==> src/hw/rtl/nps_pkg.sv <==
package nps_pkg;

    // Width of the query value; the prime above needs one bit more.
    localparam int VALUE_WIDTH = 16;
    localparam int CAND_WIDTH  = VALUE_WIDTH + 1;
    // Divisor and its square are kept one bit wider than a candidate, so that
    // the square of the first divisor past the square root still fits.
    localparam int DIV_WIDTH   = VALUE_WIDTH + 2;
    localparam int CNT_WIDTH   = $clog2(CAND_WIDTH);

    typedef logic [VALUE_WIDTH-1:0] value_t;
    typedef logic [CAND_WIDTH-1:0]  cand_t;
    typedef logic [DIV_WIDTH-1:0]   divw_t;
    typedef logic [CNT_WIDTH-1:0]   cnt_t;

    typedef enum logic [2:0] {
        ST_IDLE,
        ST_BELOW_SETUP,
        ST_TEST_INIT,
        ST_TEST_CHECK,
        ST_DIV,
        ST_DIV_DONE,
        ST_ABOVE_SETUP,
        ST_PUBLISH
    } state_t;

    typedef struct packed {
        logic load_query;
        logic init_below;
        logic init_above;
        logic init_test;
        logic start_div;
        logic div_step;
        logic next_divisor;
        logic cand_dec;
        logic cand_inc;
        logic save_below;
        logic save_above;
        logic publish;
    } cmd_t;

    typedef struct packed {
        logic q_lt2;
        logic q_lt3;
        logic sq_gt_cand;
        logic div_last;
        logic rem_zero;
    } sts_t;

endpackage

==> src/hw/rtl/nps_ctrl.sv <==
module nps_ctrl import nps_pkg::*;
(
    input  logic clk,
    input  logic rst_n,
    input  logic query_valid,
    output logic query_ready,
    output logic result_valid,
    input  logic result_ready,
    output cmd_t cmd,
    input  sts_t sts
);

    state_t state_reg, state_next;
    logic   above_reg, above_next;
    logic   out_valid_reg, out_valid_next;
    logic   can_publish;

    assign can_publish = !out_valid_reg || result_ready;

    always_comb
    begin
        state_next = state_reg;
        above_next = above_reg;
        unique case (state_reg)
            ST_IDLE:
            begin
                if (query_valid)
                begin
                    state_next = ST_BELOW_SETUP;
                end
            end
            ST_BELOW_SETUP:
            begin
                above_next = 1'b0;
                state_next = sts.q_lt3 ? ST_ABOVE_SETUP : ST_TEST_INIT;
            end
            ST_TEST_INIT:
            begin
                state_next = ST_TEST_CHECK;
            end
            ST_TEST_CHECK:
            begin
                if (!sts.sq_gt_cand)
                begin
                    state_next = ST_DIV;
                end
                else if (above_reg)
                begin
                    state_next = ST_PUBLISH;
                end
                else
                begin
                    state_next = ST_ABOVE_SETUP;
                end
            end
            ST_DIV:
            begin
                if (sts.div_last)
                begin
                    state_next = ST_DIV_DONE;
                end
            end
            ST_DIV_DONE:
            begin
                state_next = sts.rem_zero ? ST_TEST_INIT : ST_TEST_CHECK;
            end
            ST_ABOVE_SETUP:
            begin
                above_next = 1'b1;
                state_next = sts.q_lt2 ? ST_PUBLISH : ST_TEST_INIT;
            end
            ST_PUBLISH:
            begin
                if (can_publish)
                begin
                    state_next = ST_IDLE;
                end
            end
            default:
            begin
                state_next = ST_IDLE;
            end
        endcase
    end

    always_comb
    begin
        cmd         = '0;
        query_ready = 1'b0;
        unique case (state_reg)
            ST_IDLE:
            begin
                query_ready    = 1'b1;
                cmd.load_query = query_valid;
            end
            ST_BELOW_SETUP:
            begin
                cmd.init_below = !sts.q_lt3;
            end
            ST_TEST_INIT:
            begin
                cmd.init_test = 1'b1;
            end
            ST_TEST_CHECK:
            begin
                cmd.start_div  = !sts.sq_gt_cand;
                cmd.save_below = sts.sq_gt_cand && !above_reg;
                cmd.save_above = sts.sq_gt_cand && above_reg;
            end
            ST_DIV:
            begin
                cmd.div_step = 1'b1;
            end
            ST_DIV_DONE:
            begin
                cmd.cand_dec     = sts.rem_zero && !above_reg;
                cmd.cand_inc     = sts.rem_zero && above_reg;
                cmd.next_divisor = !sts.rem_zero;
            end
            ST_ABOVE_SETUP:
            begin
                cmd.init_above = !sts.q_lt2;
            end
            ST_PUBLISH:
            begin
                cmd.publish = can_publish;
            end
            default:
            begin
                cmd = '0;
            end
        endcase
    end

    always_comb
    begin
        out_valid_next = out_valid_reg;
        if (result_ready)
        begin
            out_valid_next = 1'b0;
        end
        if (cmd.publish)
        begin
            out_valid_next = 1'b1;
        end
    end

    always_ff @(posedge clk or negedge rst_n)
    begin
        if (!rst_n)
        begin
            state_reg     <= ST_IDLE;
            above_reg     <= 1'b0;
            out_valid_reg <= 1'b0;
        end
        else
        begin
            state_reg     <= state_next;
            above_reg     <= above_next;
            out_valid_reg <= out_valid_next;
        end
    end

    assign result_valid = out_valid_reg;

endmodule

==> config.mk <==
export PLATFORM = sky130hd
export DESIGN_NAME = nps_ctrl
export DESIGN_NICKNAME = d
export VERILOG_FILES = /design/src/hw/rtl/nps_pkg.sv /design/src/hw/rtl/nps_ctrl.sv
export SDC_FILE = /design/constraint.sdc
export NUM_CORES = 1
export LEC_CHECK = 0
export ABC_AREA = 1
export BUFFER_PORTS_ARGS = -buffer_cell sky130_fd_sc_hd__buf_2
export CELL_PAD_IN_SITES_DETAIL_PLACEMENT = 1
export CELL_PAD_IN_SITES_GLOBAL_PLACEMENT = 1
export CORE_ASPECT_RATIO = 1.2
export CORE_MARGIN = 2
export CORE_UTILIZATION = 25
export CTS_CLUSTER_SIZE = 20
export DETAILED_ROUTE_END_ITERATION = 6
export PLACE_DENSITY_LB_ADDON = 0.2
export SYNTH_ARGS = -nofsm -noshare
export SYNTH_HDL_FRONTEND = slang
export SYNTH_SLANG_ARGS = --single-unit
==> constraint.sdc <==
create_clock -name clk -period 1.8 [get_ports clk]
set_input_delay 0.18 -clock clk [delete_from_list [all_inputs] [get_ports clk]]
set_output_delay 0.18 -clock clk [all_outputs]
set_load 0.03 [all_outputs]
==> impl_results.md <==
- CP arrival: ~1.4 ns
- WHS: 0.1644 ns
- Max clock buf depth: 2
- Synth unique cells: 16
- Syn avg cell area: roughly 6.3 sq um
- Rel. slew slack: 0.8050
- Floorplan row count: 16
- RR Startpoint: state_reg[2]
- Critical Path Start: state_reg[2]
- Initial antenna violation count: 0
- Postcts setup bufs: 0
- Outcome: finished clean
- Total track usage: 0.1235
- Number of hold violations in the final report: 0
- PortBufs: 22
- Vias per cell: 4.273
- Final nets: 102
- PwrDens: around 1700 nW/um^2
- Synth-to-layout area growth: 32.36%
- Worst-path maximum fanout: 8
- WL final: ~1.2 mm
- Crit-path slowest cell: dfrtp_1
- Routed via count: between 400 and 500
- CTS clock-pin slew for the worst setup and hold paths: approximately 0.04 ns
- Fin Setup TNS: 0 ns
- First-pass GRT wire length: between 1.5 and 2 mm
- WL/cell: 10.75 um
- Max VDD drop: 0.6356 mV
- HP Class: input port to flip-flop
- Resized cells post-CTS: 0
- #FFs+latches synth: 5
- Detail Route Antenna Nets: 0
- TritonCTS Buffers: 3
- CP Launch Type: flip-flop
- Synth area leader: dfrtp_1
- Worst Skew: about 0.00015 ns
- Min cycle time layout: between 1.5 and 2 ns
- Syn Nets: 77
- RSZ-0062 raised after global routing: false
- Yosys Warn Count: 0
- Residual DRC: 0
- Achievable Freq: approximately 0.63 GHz
- CP endpoint kind: primary output
- Root buffer cell: clkbuf_4
- CTS tree: yes
- Die height: between 40 and 50 um
- Gpl congestion: approximately 0.67
- Die area: slightly above 2000 sq um
- Synth top area cells: dfrtp_1 (29%), inv_1 (13%), nand2_1 (9.6%), nor2_1 (8.7%), nor2_2 (7.3%)
- Layout cells sized above 1: 0.3804
- Mapped Cells: just under 70
- Synth top area share: 0.2915
- Final setup vio count: 0
- Vias in the first global route: ~440
- H-tree depth: 1
- Crit path cell chain: inv_2 > nor2_2 > inv_1 > nor2_1 > buf_2
- Max-cap violation count: 0
- Largest register FFs: 3
- Sequential area share after synthesis: 0.2915
- Crit path required time: 1.62 ns
- Diode count: 0
- Total gr overflow: 0
- Dpl hpwl: 933.9 um
- Tightest Pin Transition: just under 0.3 ns
- Period utilization: 0.8754
- Crit Path Class: flip-flop to primary output
- I/O pin count: 23
- LEAKAGE: approximately 0.37 nW
- Starting Density: 0.2647
- Worst skew pair latency: ~0.23 ns
- Clock sink count: 5
- Largest net degree at the start of global routing: 10
- TritonRoute pass-1 iters: 2
- Die X: 41.82 um
- Max Slew Vio Count: 0
- Core ar.: ~1600 sq um
- DR iter-0 viols: 2
- Mapped cell area: ~430 sq um
- Critical Path Max Stage Delay: approximately 0.50 ns
- Hold Crit Start: result_ready
[routing by layer]
layer | routed length [um] | global-route usage
met5 | 0 | 0
met4 | 0 | 0.03226
met3 | 72 | 0.02963
met2 | 611 | 0.2240
met1 | 498 | 0.1416
[synthesized netlist by cell type, drive strengths merged]
library cell / n
inv: 16
nor2: 15
nand2: 14
nand3: 6
dfrtp: 5
buf: 3
o21ai: 3
nand4: 2
nor3: 2
a21oi: 1
o21bai: 1
[cells in the final DEF (no fill, tap or decap), drive strengths merged, types with 2 or more instances in the layout]
| master | count |
|---|---|
| buf | 22 |
| inv | 16 |
| nor2 | 15 |
| nand2 | 14 |
| nand3 | 6 |
| dfrtp | 5 |
| clkbuf | 4 |
| o21ai | 3 |
| nor3 | 2 |
| nand4 | 2 |
[critical path, delay by kind of cell, from the launching register on]
kind                   cells  cell delay (ns)
buffers and inverters      3             0.40
flip-flops                 1             0.50
AND/OR/NAND/NOR            2             0.26
[stage by stage]
stage	std cells	power (mW)	cell area, sq um	worst slack (ns)	utilization
6_report	110	0.9746	568.0	0.2242	0.3503
5_1_grt	110	1.074	568.0	0.1027	0.3503
4_1_cts	110	0.9871	568.0	0.2020	0.3503
3_5_place_dp	105	0.8490	531.8	0.5232	0.3279
3_3_place_gp	105	0.8433	531.8	0.5173	0.3279
2_1_floorplan	68	0.7364	429.2	0.3148	-
[repair_timing]
action	CTS	global route
endpoints found under the setup margin	0	0
hold endpoints to repair	5	0
hold buffers	1	0
[cell families after synthesis]
family,after synthesis,synth area share
simple gates,39,0.4344
buf+inv,19,0.2099
flops,5,0.2915
compound gates,5,0.06413
[area by class of cell]
type | count | area [sq um]
Sequential cell | 5 | 125.1
Fill cell | 235 | 1054
Inverter | 16 | 60.06
Tap cell | 18 | 22.52
Clock buffer | 4 | 26.28
Timing Repair Buffer | 23 | 120.1
Multi-Input combinational cell | 44 | 214.0
[power breakdown]
group / internal, mW / switching [mW]
clock network: 0.0836 / 0.0426
registers: 0.170 / 0.0991
logic: 0.173 / 0.406
total: 0.426 / 0.548
[path summary, 6_finish.rpt]
path	slack, ns	cells past startpoint	end
max	0.22	5	cmd[0]
min	0.16	2	result_valid
max reg2reg	0.56	7	state_reg[0]
min reg2reg	0.56	2	result_valid
max in group asynchronous	1.38	2	state_reg[0]
min in group asynchronous	0.29	2	above_reg
No activity file was read; power rests on OpenSTA's default activity.
