--- config.mk ---
export PLATFORM = sky130hd
export DESIGN_NAME = nps_datapath
export DESIGN_NICKNAME = d
export VERILOG_FILES = /design/src/hw/rtl/nps_pkg.sv /design/src/hw/rtl/nps_datapath.sv
export SDC_FILE = /design/constraint.sdc
export NUM_CORES = 1
export LEC_CHECK = 0
export BUFFER_PORTS_ARGS = -buffer_cell sky130_fd_sc_hd__buf_2
export CAP_MARGIN = 10
export CORE_MARGIN = 1.5
export CORE_UTILIZATION = 50
export CTS_CLUSTER_SIZE = 16
export DETAILED_ROUTE_END_ITERATION = 7
export GPL_ROUTABILITY_DRIVEN = 0
export PLACE_DENSITY = 0.72
export SYNTH_ARGS = -nofsm -noshare
export SYNTH_HDL_FRONTEND = slang
export SYNTH_SLANG_ARGS = --single-unit
--- constraint.sdc ---
create_clock -name clk -period 5.45 [get_ports clk]
set_input_delay 1.09 -clock clk [delete_from_list [all_inputs] [get_ports clk]]
set_output_delay 1.09 -clock clk [all_outputs]
set_load 0.005 [all_outputs]
--- src/hw/rtl/nps_pkg.sv ---
package nps_pkg;

    // Width of the query value; the prime above needs one bit more.
    localparam int VALUE_WIDTH = 16;
    localparam int CAND_WIDTH  = VALUE_WIDTH + 1;
    // Divisor and its square are kept one bit wider than a candidate, so that
    // the square of the first divisor past the square root still fits.
    localparam int DIV_WIDTH   = VALUE_WIDTH + 2;
    localparam int CNT_WIDTH   = $clog2(CAND_WIDTH);

    typedef logic [VALUE_WIDTH-1:0] value_t;
    typedef logic [CAND_WIDTH-1:0]  cand_t;
    typedef logic [DIV_WIDTH-1:0]   divw_t;
    typedef logic [CNT_WIDTH-1:0]   cnt_t;

    typedef enum logic [2:0] {
        ST_IDLE,
        ST_BELOW_SETUP,
        ST_TEST_INIT,
        ST_TEST_CHECK,
        ST_DIV,
        ST_DIV_DONE,
        ST_ABOVE_SETUP,
        ST_PUBLISH
    } state_t;

    typedef struct packed {
        logic load_query;
        logic init_below;
        logic init_above;
        logic init_test;
        logic start_div;
        logic div_step;
        logic next_divisor;
        logic cand_dec;
        logic cand_inc;
        logic save_below;
        logic save_above;
        logic publish;
    } cmd_t;

    typedef struct packed {
        logic q_lt2;
        logic q_lt3;
        logic sq_gt_cand;
        logic div_last;
        logic rem_zero;
    } sts_t;

endpackage

--- src/hw/rtl/nps_datapath.sv ---
module nps_datapath import nps_pkg::*;
(
    input  logic   clk,
    input  cmd_t   cmd,
    output sts_t   sts,
    input  value_t query_value,
    output value_t prime_below,
    output logic   below_found,
    output cand_t  prime_above,
    output logic   above_found
);

    value_t query_reg,   query_next;
    cand_t  cand_reg,    cand_next;
    divw_t  d_reg,       d_next;
    divw_t  sq_reg,      sq_next;
    divw_t  rem_reg,     rem_next;
    cand_t  shift_reg,   shift_next;
    cnt_t   cnt_reg,     cnt_next;
    value_t below_reg,   below_next;
    logic   bfound_reg,  bfound_next;
    cand_t  above_reg,   above_next;
    logic   afound_reg,  afound_next;
    value_t out_below_reg,  out_below_next;
    logic   out_bfound_reg, out_bfound_next;
    cand_t  out_above_reg,  out_above_next;
    logic   out_afound_reg, out_afound_next;

    logic [DIV_WIDTH:0] trial;
    logic               trial_ge;
    divw_t              rem_step;

    // One step of restoring division: bring down the next candidate bit.
    assign trial    = {rem_reg, shift_reg[CAND_WIDTH-1]};
    assign trial_ge = trial >= {1'b0, d_reg};
    assign rem_step = trial_ge ? DIV_WIDTH'(trial - {1'b0, d_reg})
                               : trial[DIV_WIDTH-1:0];

    always_comb
    begin
        query_next      = query_reg;
        cand_next       = cand_reg;
        d_next          = d_reg;
        sq_next         = sq_reg;
        rem_next        = rem_reg;
        shift_next      = shift_reg;
        cnt_next        = cnt_reg;
        below_next      = below_reg;
        bfound_next     = bfound_reg;
        above_next      = above_reg;
        afound_next     = afound_reg;
        out_below_next  = out_below_reg;
        out_bfound_next = out_bfound_reg;
        out_above_next  = out_above_reg;
        out_afound_next = out_afound_reg;

        if (cmd.load_query)
        begin
            query_next  = query_value;
            below_next  = '0;
            bfound_next = 1'b0;
            above_next  = '0;
            afound_next = 1'b0;
        end
        if (cmd.init_below)
        begin
            cand_next = {1'b0, query_reg - value_t'(1)};
        end
        if (cmd.init_above)
        begin
            cand_next = {1'b0, query_reg} + cand_t'(1);
        end
        if (cmd.cand_dec)
        begin
            cand_next = cand_reg - cand_t'(1);
        end
        if (cmd.cand_inc)
        begin
            cand_next = cand_reg + cand_t'(1);
        end
        if (cmd.init_test)
        begin
            d_next  = divw_t'(2);
            sq_next = divw_t'(4);
        end
        if (cmd.next_divisor)
        begin
            // (d + 1)^2 = d^2 + 2d + 1
            d_next  = d_reg + divw_t'(1);
            sq_next = sq_reg + (d_reg << 1) + divw_t'(1);
        end
        if (cmd.start_div)
        begin
            rem_next   = '0;
            shift_next = cand_reg;
            cnt_next   = '0;
        end
        if (cmd.div_step)
        begin
            rem_next   = rem_step;
            shift_next = shift_reg << 1;
            cnt_next   = cnt_reg + cnt_t'(1);
        end
        if (cmd.save_below)
        begin
            below_next  = cand_reg[VALUE_WIDTH-1:0];
            bfound_next = 1'b1;
        end
        if (cmd.save_above)
        begin
            above_next  = cand_reg;
            afound_next = 1'b1;
        end
        if (cmd.publish)
        begin
            out_below_next  = below_reg;
            out_bfound_next = bfound_reg;
            out_above_next  = above_reg;
            out_afound_next = afound_reg;
        end
    end

    always_ff @(posedge clk)
    begin
        query_reg      <= query_next;
        cand_reg       <= cand_next;
        d_reg          <= d_next;
        sq_reg         <= sq_next;
        rem_reg        <= rem_next;
        shift_reg      <= shift_next;
        cnt_reg        <= cnt_next;
        below_reg      <= below_next;
        bfound_reg     <= bfound_next;
        above_reg      <= above_next;
        afound_reg     <= afound_next;
        out_below_reg  <= out_below_next;
        out_bfound_reg <= out_bfound_next;
        out_above_reg  <= out_above_next;
        out_afound_reg <= out_afound_next;
    end

    assign sts.q_lt2      = query_reg < value_t'(2);
    assign sts.q_lt3      = query_reg < value_t'(3);
    assign sts.sq_gt_cand = sq_reg > {1'b0, cand_reg};
    assign sts.div_last   = cnt_reg == cnt_t'(CAND_WIDTH - 1);
    assign sts.rem_zero   = rem_reg == '0;

    assign prime_below = out_below_reg;
    assign below_found = out_bfound_reg;
    assign prime_above = out_above_reg;
    assign above_found = out_afound_reg;

endmodule

==> flow_metrics.tcl <==
set metrics [dict create \
    worst_pin_slew_ps 1020 \
    fmax_mhz 281 \
    combPwrFrac_pct 34.0 \
    final_antenna_net_count 0 \
    drive_gt1_share_pct 11.4 \
    numClockSinks 179 \
    worstSetupEndpointType "output pin" \
    ctsHoldBuffers 0 \
    synth_edf_count 176 \
    grt_pass1_wl_mm 39.4 \
    cp-startpoint "cand_reg[2]" \
    leakagePower_nw 4.52 \
    cts_inserted_buffers 17 \
    synth_top_cell_area_share_pct 50.4 \
    post-cts-setup-buffer-count 0 \
    fin_util_pct 57.1 \
    dpl_cell_area_mm2 0.0110 \
    fin_nets 1135 \
    grt_max_degree 42 \
    r2r-start "d_reg[0]" \
    worst_ir_drop_vdd_uv 257 \
    p_sw_mw 1.97 \
    cts_tree "built" \
    hpwl_mm 16.9 \
    cts_max_path_buffers 2 \
    port_buffers 68 \
    status "finished clean" \
    cp_cell_sequence "inv_1, ha_1, and4_1, o21ai_0, a31oi_1, o21ai_0, a21oi_1, buf_2" \
    finalSetupTns_ps 0 \
    critPathBufInv 2 \
    track_usage_pct 22.8 \
    cpLargestDelayFamily "flip-flops" \
    powerDensity_mw_per_mm2 452 \
    reg2reg_slack_ps 2440 \
    rsz0062_at_grt "false" \
    drt-wirelength-per-cell_um 18.2 \
    arrival_ps 2470 \
    row_count 52 \
    finalCritPeriodShare_pct 65.4 \
    start_util_pct 51.5 \
    intPower_mw 3.29 \
    dieHeight_um 148 \
    skew_ps 9.56 \
    synth_area_leaders "edfxtp_1 (50%), ha_1 (6.9%), xnor2_1 (3.5%)" \
    clock_latency_ps 440 \
    hold_viol_final 0 \
    total_power_mw 5.26 \
    fin_cells 1329 \
    slowest_delay_ps 600 \
    routed_wl_mm 24.2 \
    path_clk_slew_ps 80 \
    fin_area_mm2 0.0116 \
    synthCells 1003 \
    area_delta_synth_final_pct 11.0 \
    synth_seq_area_share_pct 51.0 \
    layout_commonest_cell "edfxtp_1" \
    via_per_inst 6.03 \
    synth_ff_type "edfxtp_1" \
    grt_pass1_vias 7587 \
    placed_cells 1297 \
    fin_ws_ps 1890 \
    clkPwrFrac_pct 24.9 \
    required_ps 4360 \
    grt_overflow 0 \
    maxSlewHeadroom_pct 31.9 \
    crit_path_frequent_cell "o21ai_0" \
    critPathMaxFanout 11 \
    drc 0 \
    switching_share_pct 37.4 \
    avgSynthCellArea_um2 10.4 \
    crit_path_top_delay_cell "edfxtp_1" \
    cts-root-buf "clkbuf_16" \
    hold_slack_ps 419 \
    ctsResizeCount 0 \
    synth.distinct_cells 77 \
    synth-seq-cells 179 \
    cts.htree.levels 4 \
    cp-start-kind "flip-flop" \
    vias 8014 \
    core_area_mm2 0.0204 \
    pin_count 69 \
    synth_top_area_cell "edfxtp_1" \
    die_w_um 148 \
    final_cell_mix "edfxtp_1 (176), nand2_1 (89), buf_2 (68)" \
    fin_crit_ps 3560 \
    diodes 0 \
    async_flop_share_pct 0 \
    crit_path_end "sts[2]" \
    antenna_found_initial 0 \
    finalSetupViolCount 0 \
    drv_slew 0 \
    r2r_end "rem_reg[17]" \
    cap_violations 0 \
    path_class "reg2out" \
    die_area_mm2 0.0218 \
    cp_num_cells 8 \
    post-place-ws_ps 2300 \
    r2r_cells 7 \
    ys_warn_count 0 \
    drt_iter0_markers 909 \
    dr.pass1.iters 7 \
    syn_nets 1092 \
    hp-class "reg2reg" \
    seqPwrFrac_pct 41.0 \
    synth_area_mm2 0.0105 \
]
==> layer usage <==
| layer | wire (um) | track usage (%) | share of wire, % | up-vias |
|---|---|---|---|---|
| met5 | 0 | 0 | 0 | - |
| met3 | 1860 | 3.98 | 7.7 | 39 |
| met4 | 413 | 6.40 | 1.7 | 0 |
| met1 | 10900 | 32.5 | 45 | 3786 |
| met2 | 10900 | 35.8 | 45 | 346 |
| li1 | - | - | - | 3843 |
==> power by group through the flow <==
stage / registers, mW / clock network, mW / logic [mW]
floorplan: 2.01 / 0 / 1.43
global placement: 2.18 / 0 / 1.72
detailed placement: 2.18 / 0 / 1.75
CTS: 2.16 / 1.33 / 1.76
global route: 2.20 / 1.38 / 2.01
finish: 2.16 / 1.31 / 1.79
==> synthesized netlist by cell type, types with 15 or more instances <==
cell      instances
nand2_1          89
a21o_1           15
a21oi_1          63
ha_1             58
clkbuf_1         38
inv_1            58
or3_1            15
nor3_1           30
edfxtp_1        176
and2_1           40
o21ai_0          55
xnor2_1          42
nand3_1          45
nor2_1           64
==> cell type report <==
cell class	count	area, um2
fillers	1716	8730
flip-flops and latches	179	5350
multi-input cells	719	4720
clock buffers	17	425
repair buffers	70	355
well taps	270	338
clock inverters	15	223
inverters	59	221
==> worst min-delay path by stage <==
| stage | startpoint | end | cells past startpoint |
|---|---|---|---|
| floorplan | above_reg[0] | prime_above[0] | 0 |
| global placement | above_reg[14] | prime_above[14] | 0 |
| detailed placement | above_reg[14] | prime_above[14] | 0 |
| CTS | above_reg[5] | prime_above[5] | 0 |
| global route | above_reg[5] | prime_above[5] | 0 |
| finish | below_reg[8] | prime_below[8] | 0 |
==> worst reg2reg max path: cells and delay by family, from the launching register on <==
kind | cells | cell delay (ps)
AND/OR/NAND/NOR | 2 | 310
adder cells (fa/ha/maj) | 1 | 300
flip-flops | 1 | 550
AO/OA/AOI/OAI | 4 | 1610
==> cell families (layout without fill, tap and decap cells) <==
| family | count (synthesis) | in the layout | synth area share [%] |
|---|---|---|---|
| buf+inv | 105 | 161 | 3.90 |
| compound gates | 239 | 239 | 14.9 |
| mux | 6 | 6 | 0.704 |
| flops | 179 | 179 | 51.0 |
| fa+ha+maj | 60 | 60 | 7.31 |
| xor+xnor | 55 | 55 | 4.60 |
| simple gates | 359 | 359 | 17.6 |
Power figures use the tool's default switching activity.
